`src/design/rmq_pkg.sv`:
```
// Shared types and constants for the rotation matrix to quaternion converter.
package rmq_pkg;

   localparam int IN_W       = 18;
   localparam int OUT_W      = 18;
   localparam int ELEM_N     = 9;
   localparam int COMP_N     = 4;
   localparam int NORM_W     = 62;
   localparam int ROOT_W     = 31;
   localparam int INV_W      = 33;
   localparam int PROD_W     = 64;
   localparam int K_W        = 5;
   localparam int REQ_DATA_W = 168;
   localparam int RSP_DATA_W = 72;

   localparam logic signed [OUT_W-1:0] OUT_MAX = 18'sh1FFFF;
   localparam logic signed [OUT_W-1:0] OUT_MIN = 18'sh20000;

   typedef struct packed {
      logic advance;
      logic valid;
   } pipe_ctl_type;

endpackage

```
`src/design/rmq_recip.sv`:
```
// Pipelined long division of 2^62 by the root, one quotient bit per stage.
module rmq_recip import rmq_pkg::*; #(
   parameter int TAG_W = 8
) (
   input  logic               clock,
   input  logic               reset,
   input  pipe_ctl_type       in_ctl,
   input  logic [ROOT_W-1:0]  in_root,
   input  logic [TAG_W-1:0]   in_tag,
   output logic               out_valid,
   output logic [INV_W-1:0]   out_inv,
   output logic [TAG_W-1:0]   out_tag
);

   localparam logic [ROOT_W-1:0] REM_INIT = {{(ROOT_W-1){1'b0}}, 1'b1} << (NORM_W - INV_W);

   logic [INV_W-1:0]  vld_ff;
   logic [ROOT_W-1:0] div_ff [INV_W];
   logic [ROOT_W-1:0] rem_ff [INV_W];
   logic [INV_W-1:0]  quo_ff [INV_W];
   logic [TAG_W-1:0]  tag_ff [INV_W];

   always_ff @(posedge clock) begin
      if (reset) begin
         vld_ff <= '0;
      end else if (in_ctl.advance) begin
         vld_ff <= {vld_ff[INV_W-2:0], in_ctl.valid};
      end
   end

   for (genvar i = 0; i < INV_W; i++) begin : g_stage
      logic [ROOT_W-1:0] src_div;
      logic [ROOT_W-1:0] src_rem;
      logic [INV_W-1:0]  src_quo;
      logic [TAG_W-1:0]  src_tag;
      logic [ROOT_W:0]   partial;
      logic [ROOT_W:0]   diff;
      logic              ge;

      if (i == 0) begin : g_first
         assign src_div = in_root;
         assign src_rem = REM_INIT;
         assign src_quo = '0;
         assign src_tag = in_tag;
      end else begin : g_next
         assign src_div = div_ff[i-1];
         assign src_rem = rem_ff[i-1];
         assign src_quo = quo_ff[i-1];
         assign src_tag = tag_ff[i-1];
      end

      assign partial = {src_rem, 1'b0};
      assign ge      = (partial >= {1'b0, src_div});
      assign diff    = partial - {1'b0, src_div};

      always_ff @(posedge clock) begin
         if (in_ctl.advance) begin
            div_ff[i] <= src_div;
            rem_ff[i] <= ge ? diff[ROOT_W-1:0] : partial[ROOT_W-1:0];
            quo_ff[i] <= {src_quo[INV_W-2:0], ge};
            tag_ff[i] <= src_tag;
         end
      end
   end

   assign out_valid = vld_ff[INV_W-1];
   assign out_inv   = quo_ff[INV_W-1];
   assign out_tag   = tag_ff[INV_W-1];

endmodule

```
`config.mk`:
```
export PLATFORM = sky130hd
export DESIGN_NAME = rmq_recip
export DESIGN_NICKNAME = d
export VERILOG_FILES = /design/src/design/rmq_pkg.sv /design/src/design/rmq_recip.sv
export SDC_FILE = /design/constraint.sdc
export NUM_CORES = 2
export LEC_CHECK = 0
export BUFFER_PORTS_ARGS = -buffer_cell sky130_fd_sc_hd__buf_2
export CAP_MARGIN = 10
export CORE_MARGIN = 2
export CORE_UTILIZATION = 35
export DETAILED_ROUTE_END_ITERATION = 8
export GPL_ROUTABILITY_DRIVEN = 0
export GPL_TIMING_DRIVEN = 1
export PLACE_DENSITY = 0.55
export SYNTH_ARGS = -nofsm -noshare
export SYNTH_HDL_FRONTEND = slang
export SYNTH_SLANG_ARGS = --single-unit
```
`constraint.sdc`:
```
create_clock -name clock -period 3.9 [get_ports clock]
set_input_delay 0.195 -clock clock [delete_from_list [all_inputs] [get_ports clock]]
set_output_delay 0.195 -clock clock [all_outputs]
set_load 0.02 [all_outputs]
```
Word level (Yosys, flattened, before mapping)
Memory sizes are Yosys's and may differ from the RTL's.
Index checks and enable logic that the tools add are counted.
{"block": "totals", "register_bits": 33, "ram_bits": 3399, "in_bits": 43, "output_inout_bits": 42, "word_cells": 106, "memories": 4}
{"block": "op_classes", "addsub": 33, "magnitude_cmp": 33, "muxes": 35}
{"name": "quo_ff", "depth": 33, "word_bits": 33, "read_ports": 33, "rd_clocked_by_memory_dff": 0, "write_ports": 33, "line": "rmq_recip.sv:20", "text": "logic [INV_W-1:0] quo_ff [INV_W];"}
{"name": "div_ff", "depth": 33, "word_bits": 31, "read_ports": 32, "rd_clocked_by_memory_dff": 0, "write_ports": 33, "line": "rmq_recip.sv:18", "text": "logic [ROOT_W-1:0] div_ff [INV_W];"}
{"name": "rem_ff", "depth": 33, "word_bits": 31, "read_ports": 32, "rd_clocked_by_memory_dff": 0, "write_ports": 33, "line": "rmq_recip.sv:19", "text": "logic [ROOT_W-1:0] rem_ff [INV_W];"}
{"name": "tag_ff", "depth": 33, "word_bits": 8, "read_ports": 33, "rd_clocked_by_memory_dff": 0, "write_ports": 33, "line": "rmq_recip.sv:21", "text": "logic [TAG_W-1:0] tag_ff [INV_W];"}
{"op": "$ge A32 B31 Y1", "n": 32}
{"op": "$mux W31", "n": 33}
{"op": "$sub A31 B31 Y31", "n": 32}
{"op": "$ge A31 B31 Y1 const A", "n": 1}
{"op": "$sub A31 B31 Y31 const A", "n": 1}
{"op": "$mux W1", "n": 2}

Depth between registers and ports, before layout
An unclocked memory read counts as a cell.
{"block": "depth", "depth_word": 3, "mapped_depth": 15, "ltp_nobuf": 13}

Worst setup path after synthesis
Ideal clock, no wire load.
{"block": "synth_timing", "kind": "reg-to-reg", "from": "memory rem_ff[12][0], in the netlist rem_ff[0][372]", "to": "memory rem_ff[13][2], in the netlist rem_ff[0][405] (data pin)", "setup_time_ns": 0.260, "arrival_time_ns": 3.429, "t_required_ns": 3.640, "slack_ns": 0.210, "stages_incl_launch_ff": 13, "path_buffers": 1, "period_less_slack_ns": 3.690, "cell_sequence": "edfxtp_1 -> fa_1 -> a21o_1 -> a21oi_2 -> o21ai_2 -> a32o_2 -> a221o_2 -> a41o_1 -> a21oi_2 -> o21ai_2 -> a2111oi_4 -> buf_6 -> mux2_4"}
{"item": "from (decl)", "line": "rmq_recip.sv:19"}

==> flow_summary.json <==
{
  "path_class": "flop to flop",
  "viasPerCell": 4.93,
  "synth_area_per_cell_um2": 12.2,
  "grt_pass1_wl_um": 494000,
  "hold_viol": 0,
  "detail-route-antenna-nets": 0,
  "cp-start-kind": "flop",
  "synth-seq-area-share": 0.579,
  "async_flop_share": 0,
  "synthFlopType": "edfxtp_1",
  "synthMostInstantiatedCell": "edfxtp_1",
  "dieArea_mm2": 0.425,
  "cp_num_buf_inv": 2,
  "dr_total_vias": 91600,
  "synthTopCellsByArea": "edfxtp_1 (57%), ha_1 (8.5%), a21oi_1 (3.4%)",
  "yosys_warnings": 0,
  "slew_headroom": 0.429,
  "numPortBuffers": 84,
  "coreArea_mm2": 0.417,
  "fin_area_mm2": 0.170,
  "drt_pass1_iterations": 6,
  "detail_route.wl_per_cell_um": 16.9,
  "reg2regPathDepth": 14,
  "min_path_cells": 4,
  "ctsLongestPathBuffers": 4,
  "hpwl_um": 231000,
  "yosys-top-cells-count": "edfxtp_1 (2809), inv_1 (1182), a21oi_1 (1002), ha_1 (992), nor2_1 (729)",
  "cpPeakStageDelay_ps": 410,
  "rsz0062_at_grt": "true",
  "period_needed_ps": 3830,
  "worst-path-max-fanout": 16,
  "cpLargestDelayFamily": "compound AO/OA/AOI/OAI gates",
  "cp.depth": 14,
  "start_util": 0.352,
  "worst_clock_skew_ps": 77.6,
  "drv_slew": 0,
  "grt_pass1_vias": 90600,
  "wirelength_um": 315000,
  "syn_nets": 13100,
  "path_cells": "inv_2 > fa_2 > a211oi_4 > o211ai_1 > a221oi_2 > nor3_2 > o21a_1 > nor3_2 > o21ai_2 > a31oi_2 > o21ai_2 > a211oi_4 > bufbuf_16 > mux2_2",
  "rows": 237,
  "ioPinCount": 85,
  "tritoncts": "built",
  "grt_antenna_before_repair": 6,
  "clock_sinks": 2842,
  "root_buffer": "clkbuf_16",
  "maxCapViolCount": 0,
  "cts_buffers": 329,
  "fp.dieH_um": 652,
  "clk_pin_slew_ps": 60,
  "yosys.area.top_type": "edfxtp_1",
  "postSynthRegisterBits": 2842,
  "grt_max_degree": 131,
  "drive_above_1_share": 0.128,
  "worst_pin_slew_ps": 856,
  "drc_errors": 0,
  "fmax_ghz": 0.261,
  "synth_edf_count": 2809,
  "finalCritPeriodShare": 0.982,
  "hold_class": "primary input to flop",
  "synthesis.area_mm2": 0.147,
  "h-tree-depth": 5,
  "drtIter0Drc": 6046,
  "setup_tns_ps": 0,
  "grt_usage": 0.144,
  "critPathCaptureType": "flop",
  "status": "finished, final reports clean",
  "clkLatencyLatePin_ps": 930,
  "yosysTopAreaCellShare": 0.574,
  "layout.nets": 13900,
  "power_density_mw_per_mm2": 833,
  "area_growth_pct": 16.0,
  "die_w_um": 652,
  "power_leakage_uw": 0.0687,
  "cp_data_required_time_ps": 4580,
  "setup_viol": 0,
  "grt-ovfl-total": 0,
  "cp.arrival_ps": 4510,
  "yosysUniqueCellTypes": 101,
  "place_area_mm2": 0.158,
  "power_uw": 142000,
  "crit_slowest_cell": "fa_2",
  "irDropWorstVdd_mv": 0.603,
  "syn_inst": 12000
}
[worst min-delay path, cell delays in order]
cell           delay (ps)
dlygate4sd3_1         520
buf_2                 130
xor2_1                 70
nor2_1                 80
[cells by family (layout without fill, tap and decap cells)]
family                   count (synthesis)  in the layout  synth area share
AND/OR/NAND/NOR                       2339           2339            0.0755
adder cells (fa/ha/maj)               1023           1023            0.0887
buffers and inverters                 1424           2498            0.0374
other                                    0              2                 0
flip-flops                            2842           2842             0.579
AO/OA/AOI/OAI                         3077           3077             0.133
multiplexers                           449            449            0.0354
XOR/XNOR                               865            865            0.0516
[sequential cells by signal (all words and copies together) (netlist names)]
| signal | count |
|---|---|
| rem_ff | 992 |
| div_ff | 992 |
| quo_ff | 561 |
| tag_ff | 264 |
| vld_ff | 33 |
[final timing paths]
check / start / end / slack (ps)
worst min register to register: tag_ff[0][197]$_DFFE_PP_ / tag_ff[0][205]$_DFFE_PP_ / 390
worst max-delay path: div_ff[0][404]$_DFFE_PP_ / rem_ff[0][459]$_DFFE_PP_ / 70
worst max register to register: div_ff[0][404]$_DFFE_PP_ / rem_ff[0][459]$_DFFE_PP_ / 70
worst min-delay path: in_root[26] / rem_ff[0][26]$_SDFFCE_PN0P_ / 170
[where the power goes]
part           internal (uW)  switching, uW  leakage (uW)
combinational          29900          33100        0.0358
clock                  17900          12500       0.00517
sequential             44200           4450        0.0277
total                  92000          50100        0.0687
[area by class of cell]
cell class | count | area (um2)
antenna | 2 | 5.00
clock buffer | 392 | 8640
clock inverter | 203 | 1990
fill | 39300 | 247000
inverter | 1183 | 4440
multi-input combinational | 7753 | 57000
sequential | 2842 | 85000
tap | 5497 | 6880
timing repair buffer | 720 | 6490
[metrics by stage]
step / setup WS (ps) / hold WS [ps] / util / cells
floorplan: 210 / 294 / - / 12000
global placement: -244 / 375 / 0.379 / 17900
detailed placement: -168 / 376 / 0.379 / 17900
CTS: 5.23 / 66.0 / 0.407 / 18600
global route: -30.1 / 147 / 0.409 / 18600
finish: 71.1 / 170 / 0.409 / 18600
[cell usage in the layout (no fill, tap or decap), drive strengths merged, types with 101 or more instances in the layout]
master	count
mux2	405
nand3	153
nor3	115
xor2	331
a21oi	1007
nand2b	136
buf	627
a31oi	101
clkinv	148
a21o	540
clkbuf	400
xnor2	534
o21ai	698
edfxtp	2809
ha	992
nor2	730
nor2b	125
nand4	139
nand2	631
inv	1194
o21bai	115
[routing by layer]
metal  part of all wire  vias up  track usage
met5           0.000041        -            0
met4              0.033        2       0.0467
met3              0.036      541       0.0168
met2               0.49     1443        0.254
met1               0.44    43700        0.182
li1                   -    46000            -
[timing repair]
action / in CTS / in global routing
hold buffers: 83 / 0
setup buffers: 3 / 21
pin swaps: 10 / 42
cloned: 4 / 9
hold endpoints to repair: 160 / 0
gates resized for setup: 13 / 99
endpoints found under the setup margin: 110 / 463
(Power assumes the default switching activity.)
