[src/design/rmq_pkg.sv]
// Shared types and constants for the rotation matrix to quaternion converter.
package rmq_pkg;

   localparam int IN_W       = 18;
   localparam int OUT_W      = 18;
   localparam int ELEM_N     = 9;
   localparam int COMP_N     = 4;
   localparam int NORM_W     = 62;
   localparam int ROOT_W     = 31;
   localparam int INV_W      = 33;
   localparam int PROD_W     = 64;
   localparam int K_W        = 5;
   localparam int REQ_DATA_W = 168;
   localparam int RSP_DATA_W = 72;

   localparam logic signed [OUT_W-1:0] OUT_MAX = 18'sh1FFFF;
   localparam logic signed [OUT_W-1:0] OUT_MIN = 18'sh20000;

   typedef struct packed {
      logic advance;
      logic valid;
   } pipe_ctl_type;

endpackage

[src/design/rmq_sqrt.sv]
// Pipelined integer square root, one root bit per stage.
module rmq_sqrt import rmq_pkg::*; #(
   parameter int TAG_W = 8
) (
   input  logic               clock,
   input  logic               reset,
   input  pipe_ctl_type       in_ctl,
   input  logic [NORM_W-1:0]  in_rad,
   input  logic [TAG_W-1:0]   in_tag,
   output logic               out_valid,
   output logic [ROOT_W-1:0]  out_root,
   output logic [TAG_W-1:0]   out_tag
);

   localparam int REM_W = ROOT_W + 3;

   logic [ROOT_W-1:0] vld_ff;
   logic [NORM_W-1:0] rad_ff  [ROOT_W];
   logic [REM_W-1:0]  rem_ff  [ROOT_W];
   logic [ROOT_W-1:0] root_ff [ROOT_W];
   logic [TAG_W-1:0]  tag_ff  [ROOT_W];

   always_ff @(posedge clock) begin
      if (reset) begin
         vld_ff <= '0;
      end else if (in_ctl.advance) begin
         vld_ff <= {vld_ff[ROOT_W-2:0], in_ctl.valid};
      end
   end

   for (genvar i = 0; i < ROOT_W; i++) begin : g_stage
      logic [NORM_W-1:0] src_rad;
      logic [REM_W-1:0]  src_rem;
      logic [ROOT_W-1:0] src_root;
      logic [TAG_W-1:0]  src_tag;
      logic [REM_W-1:0]  partial;
      logic [REM_W-1:0]  trial;
      logic              ge;

      if (i == 0) begin : g_first
         assign src_rad  = in_rad;
         assign src_rem  = '0;
         assign src_root = '0;
         assign src_tag  = in_tag;
      end else begin : g_next
         assign src_rad  = rad_ff[i-1];
         assign src_rem  = rem_ff[i-1];
         assign src_root = root_ff[i-1];
         assign src_tag  = tag_ff[i-1];
      end

      assign partial = {src_rem[REM_W-3:0], src_rad[NORM_W-1 -: 2]};
      assign trial   = REM_W'({src_root, 2'b01});
      assign ge      = (partial >= trial);

      always_ff @(posedge clock) begin
         if (in_ctl.advance) begin
            rad_ff[i]  <= src_rad << 2;
            rem_ff[i]  <= ge ? (partial - trial) : partial;
            root_ff[i] <= {src_root[ROOT_W-2:0], ge};
            tag_ff[i]  <= src_tag;
         end
      end
   end

   assign out_valid = vld_ff[ROOT_W-1];
   assign out_root  = root_ff[ROOT_W-1];
   assign out_tag   = tag_ff[ROOT_W-1];

endmodule

[config.mk]
export PLATFORM = sky130hd
export DESIGN_NAME = rmq_sqrt
export DESIGN_NICKNAME = d
export VERILOG_FILES = /design/src/design/rmq_pkg.sv /design/src/design/rmq_sqrt.sv
export SDC_FILE = /design/constraint.sdc
export NUM_CORES = 2
export LEC_CHECK = 0
export BUFFER_PORTS_ARGS = -buffer_cell sky130_fd_sc_hd__buf_2
export CORE_MARGIN = 5
export CORE_UTILIZATION = 30
export CTS_BUF_LIST = sky130_fd_sc_hd__clkbuf_8
export DETAILED_ROUTE_END_ITERATION = 7
export HOLD_SLACK_MARGIN = 0.05
export PLACE_DENSITY = 0.45
export SLEW_MARGIN = 20
export SYNTH_ARGS = -nofsm -noshare
export SYNTH_HDL_FRONTEND = slang
export SYNTH_MEMORY_MAX_BITS = 65536
export SYNTH_SLANG_ARGS = --single-unit
[constraint.sdc]
create_clock -name clock -period 5.7 [get_ports clock]
set_clock_uncertainty 0.1 [all_clocks]
set_input_delay 0.285 -clock clock [delete_from_list [all_inputs] [get_ports clock]]
set_output_delay 0.285 -clock clock [all_outputs]
set_load 0.02 [all_outputs]
Word level (Yosys, flattened, before mapping)
Memories as Yosys holds them, arrays and structs flattened.
Index checks and enable logic that the tools add are counted.
{"block": "word_totals", "regBits": 31, "latchBits": 0, "ramBits": 4123, "rom_bits": 0, "inputBits": 74, "elab_cells": 100, "mem_count": 4}
{"name": "rad_ff", "depth": 31, "word_bits": 60, "read_ports": 30, "rd_clocked_by_memory_dff": 0, "wr": 31, "line": "rmq_sqrt.sv:18", "rtl": "logic [NORM_W-1:0] rad_ff [ROOT_W];"}
{"name": "rem_ff", "depth": 31, "word_bits": 34, "read_ports": 30, "rd_clocked_by_memory_dff": 0, "wr": 31, "line": "rmq_sqrt.sv:19", "rtl": "logic [REM_W-1:0] rem_ff [ROOT_W];"}
{"name": "root_ff", "depth": 31, "word_bits": 31, "read_ports": 31, "rd_clocked_by_memory_dff": 0, "wr": 31, "line": "rmq_sqrt.sv:20", "rtl": "logic [ROOT_W-1:0] root_ff [ROOT_W];"}
{"name": "tag_ff", "depth": 31, "word_bits": 8, "read_ports": 31, "rd_clocked_by_memory_dff": 0, "wr": 31, "line": "rmq_sqrt.sv:21", "rtl": "logic [TAG_W-1:0] tag_ff [ROOT_W];"}
{"block": "classes", "addsub": 31, "mul": 0, "div": 0, "magnitude_cmp": 31, "n_eq_ne": 0, "shifts": 0, "muxes": 33, "n_bitwise": 0, "n_reduce_logical": 0}
{"op": "$mux 34", "n": 31}
{"op": "$ge 34x33->1", "n": 30}
{"op": "$sub 34x33->34", "n": 30}
{"op": "$sub 2x1->3 const B", "n": 1}
{"op": "$ge 2x1->1 const B", "n": 1}
{"op": "$mux 1", "n": 2}

Logic depth before layout (Yosys ltp)
An unclocked memory read counts as a cell.
{"block": "logic_depth", "depth_word": 3, "depth_mapped": 15}

Least setup slack after synthesis
No wires, ideal clock.
{"block": "synth_timing", "kind": "register to register", "startpoint": "memory rem_ff[2][34] (netlist bit)", "endpoint": "memory rem_ff[2][89] (netlist bit) (data pin)", "setup_ns": 0.258, "t_arrival_ns": 3.061, "required_ns": 5.342, "setup_slack_ns": 2.281, "path_stages_with_launch": 12, "n_path_buf": 0, "period_less_slack_ns": 3.419, "cell_sequence": "edfxtp_1 > ha_1 > o21a_1 > o21ai_0 > a21oi_1 > o31a_1 > o21a_1 > o21a_1 > o21ai_0 > nand3_1 > or4b_2 > xnor2_1"}
{"element": "from (decl)", "line": "rmq_sqrt.sv:19"}

==> out/results.tsv <==
stage	metric	value	unit
run_status	status	finished, final reports clean	
global_route	grt_usage	12.10	%
yosys	yosys.area_share.simple	9.005	%
yosys	ys_types	90	
yosys	synth_top_cell_area_share	66.46	%
route	drc	0	
yosys	muxShareOfSynthArea	0.8167	%
min_path	hold_start	rad_ff[0][470]	
global_route	antenna_found_initial	5	
setup_path	critPathLaunch	rem_ff[5][34]	
yosys	synth_area_leader_cell	edfxtp_1	
yosys	ys_seq_area_share	66.99	%
placed_design	dpl.hpwl	174000	um
floorplanning	rows	229	
yosys	synth_edf_count	2587	
route	first_pass_iters	5	
yosys	synthArstFlopShare	0	%
setup_path	critPathCaptureType	flip-flop	
sta	slew_violations	0	
cells_and_area	nNetsFinal	9918	
cells_and_area	finalNonFillerCells	14883	
global_route	grt_pass1_wl	392200	um
power	leakagePower	0.05071	uW
setup_path	r2r_setup_slack	1500	ps
placed_design	portBuffers	113	
sta	fin_crit	4196	ps
yosys	ys_ff_latch	2618	
min_path	hold_path_class	flip-flop to flip-flop	
yosys	synth_cells	8691	
clock_tree	cts_tree	yes	
clock_tree	cts_sinks	2618	
floorplanning	fp.coreArea	388500	um2
sta	period_share	73.62	%
clock_tree	clk_pin_slew	60	ps
yosys	synth_area	116900	um2
sta	maxSlewHeadroom	28.36	%
job	cap_violations	0	
yosys	synthAdderAreaFrac	5.651	%
power	irDropWorstVdd	0.0002043	V
placed_design	post-place-cells	13904	
sta	max_freq	238.3	MHz
clock_tree	cts_buffers	460	
setup_path	cp_max_fo	4	
yosys	synth_compound_area_share	9.068	%
clock_tree	htreeDepth	5	
setup_path	arrival	4860	ps
route	via_count	68725	
clock_tree	cts_max_path_buffers	4	
route	wl	251300	um
route	final_antenna_net_count	0	
power	power_density	388.6	nW/um2
route	via_per_inst	4.618	
cells_and_area	areaGrowthSynthToFinish	14.80	%
floorplanning	die-area	402200	um2
sta	setup_violations	0	
floorplanning	pin_count	114	
sta	worst_pin_slew	1071	ps
sta	hold_viol	0	
route	drt_iter0_markers	4111	
yosys	synth_top_family_by_area	compound AO/OA/AOI/OAI gates	
yosys	yosysWarnings	0	
setup_path	crit_required	6360	ps
setup_path	path_class	flip-flop to flip-flop	
clock_tree	clock-root-buffer	clkbuf_8	
floorplanning	die_w	634.2	um
setup_path	cp-start-kind	flip-flop	
sta	finalSetupTns	0	ps
placed_design	gp_congestion	0.8790	
floorplanning	initial_core_util	30.09	%
setup_path	r2r-start	rem_ff[5][34]	
route	route.detailed.wl_per_inst	16.88	um
clock_tree	ctsResizeCount	0	
global_route	grt_max_degree	189	
sta	rsz0062_at_grt	false	
global_route	grt_pass1_vias	69470	
yosys	synth_fp_nets	9293	
yosys	synth_area_leaders	edfxtp_1, ha_1, xnor2_1	
yosys	synth-xor-area-share	5.732	%
floorplanning	die_height	634.2	um
clock_tree	clk_latency	1120	ps
yosys	syn_avg_cell_area	13.45	um2
yosys	synthFlopType	edfxtp_1	
global_route	grt_remaining_overflow	0	
cells_and_area	final_layout_size_suffix_gt1_share	9.242	%
[cell type report]
cell class	instances	area, um2
Clock inverter	365	2247
Tap cell	5197	6502
Multi-Input combinational cell	5228	35470
Timing Repair Buffer	325	2703
Antenna cell	2	5.005
Clock buffer	465	6400
Inverter	683	2564
Sequential cell	2618	78310
Fill cell	37985	254300
[through the flow]
step / hold WS (ps) / power [uW] / setup slack [ps] / cell area [um2] / util [%]
after floorplan: 257.4 / 32600 / 2281 / 116900 / -
after global placement: 300.2 / 36000 / 1575 / 124100 / 31.93
after detailed placement: 304.5 / 36060 / 1587 / 124100 / 31.93
after CTS: 117.7 / 53230 / 1529 / 134200 / 34.54
after global routing: 190.6 / 55360 / 1223 / 134200 / 34.54
final: 259.3 / 52150 / 1504 / 134200 / 34.54
[critical path, stage by stage (launching register included)]
cell and delay (ps):
edfxtp_1 400, ha_1 370, o21a_1 130, o21ai_0 450, a211oi_1 190, o211ai_1 340
nor2_1 160, a31oi_1 460, o21bai_1 170, a2111oi_0 760, nand2_1 150, xnor2_1 190
[final timing paths]
kind / endpoint / depth (start not counted)
worst max-delay path: rem_ff[5][93] / 11
worst min-delay path: rad_ff[0][532] / 0
worst max register to register: rem_ff[5][93] / 11
worst min register to register: rad_ff[0][532] / 0
[synth_stat cells (31+ instances only)]
library cell	count
a21o_1	224
a21oi_1	503
a31oi_1	43
and3_1	47
clkbuf_1	142
dfxtp_1	31
edfxtp_1	2587
ha_1	528
inv_1	680
mux2_2	51
mux2i_1	38
nand2_1	591
nand2b_1	114
nand3_1	131
nand4_1	97
nor2_1	502
nor2b_1	71
nor3_1	198
nor4_1	108
o21a_1	92
o21ai_0	474
o21bai_1	62
o31ai_1	46
or2_2	39
or3_1	74
or4_1	46
xnor2_1	391
xor2_1	374
[per-layer routing]
metal  global-route usage (%)  wire length (um)
met1                    15.80            112900
met2                    20.15            118700
met3                    1.996             10220
met4                    4.618              9394
met5                        0                41
[timing repair]
| action | in CTS | in global routing |
|---|---|---|
| hold endpoints to repair | 779 | 0 |
| hold buffers | 147 | 0 |
| setup buffers | 0 | 0 |
[power breakdown]
group          switching (uW)  internal (uW)  total (uW)
Combinational            5780           4160        9940
Sequential               1600          24100       25800
Clock                    7860           8600       16500
[placed cells by master, fill, tap and decap left out, drive strengths merged, types with 62 or more instances in the layout]
| cell | instances |
|---|---|
| nor3 | 199 |
| a21oi | 503 |
| buf | 178 |
| edfxtp | 2587 |
| dlygate4sd3 | 147 |
| o21a | 92 |
| clkinv | 183 |
| nand2b | 114 |
| clkbuf | 465 |
| ha | 528 |
| inv | 831 |
| nor2 | 503 |
| nor4 | 109 |
| xnor2 | 391 |
| a21o | 224 |
| nand2 | 591 |
| xor2 | 374 |
| o21ai | 474 |
| nor2b | 71 |
| nand3 | 132 |
| nand4 | 97 |
| or3 | 78 |
| o21bai | 62 |
[logic make-up (layout without fill, tap and decap cells)]
logic type	Yosys count	after routing
flip-flops	2618	2618
AND/OR/NAND/NOR	2141	2141
AO/OA/AOI/OAI	1704	1704
buffers and inverters	845	1838
XOR/XNOR	765	765
adder cells (fa/ha/maj)	528	528
multiplexers	89	89
other	1	3
[state kept, by name, indices dropped and copies added, names as in the netlist]
register / flops
root_ff: 496
tag_ff: 248
vld_ff: 31
rad_ff: 930
rem_ff: 913
Power figures use the tool's default switching activity.
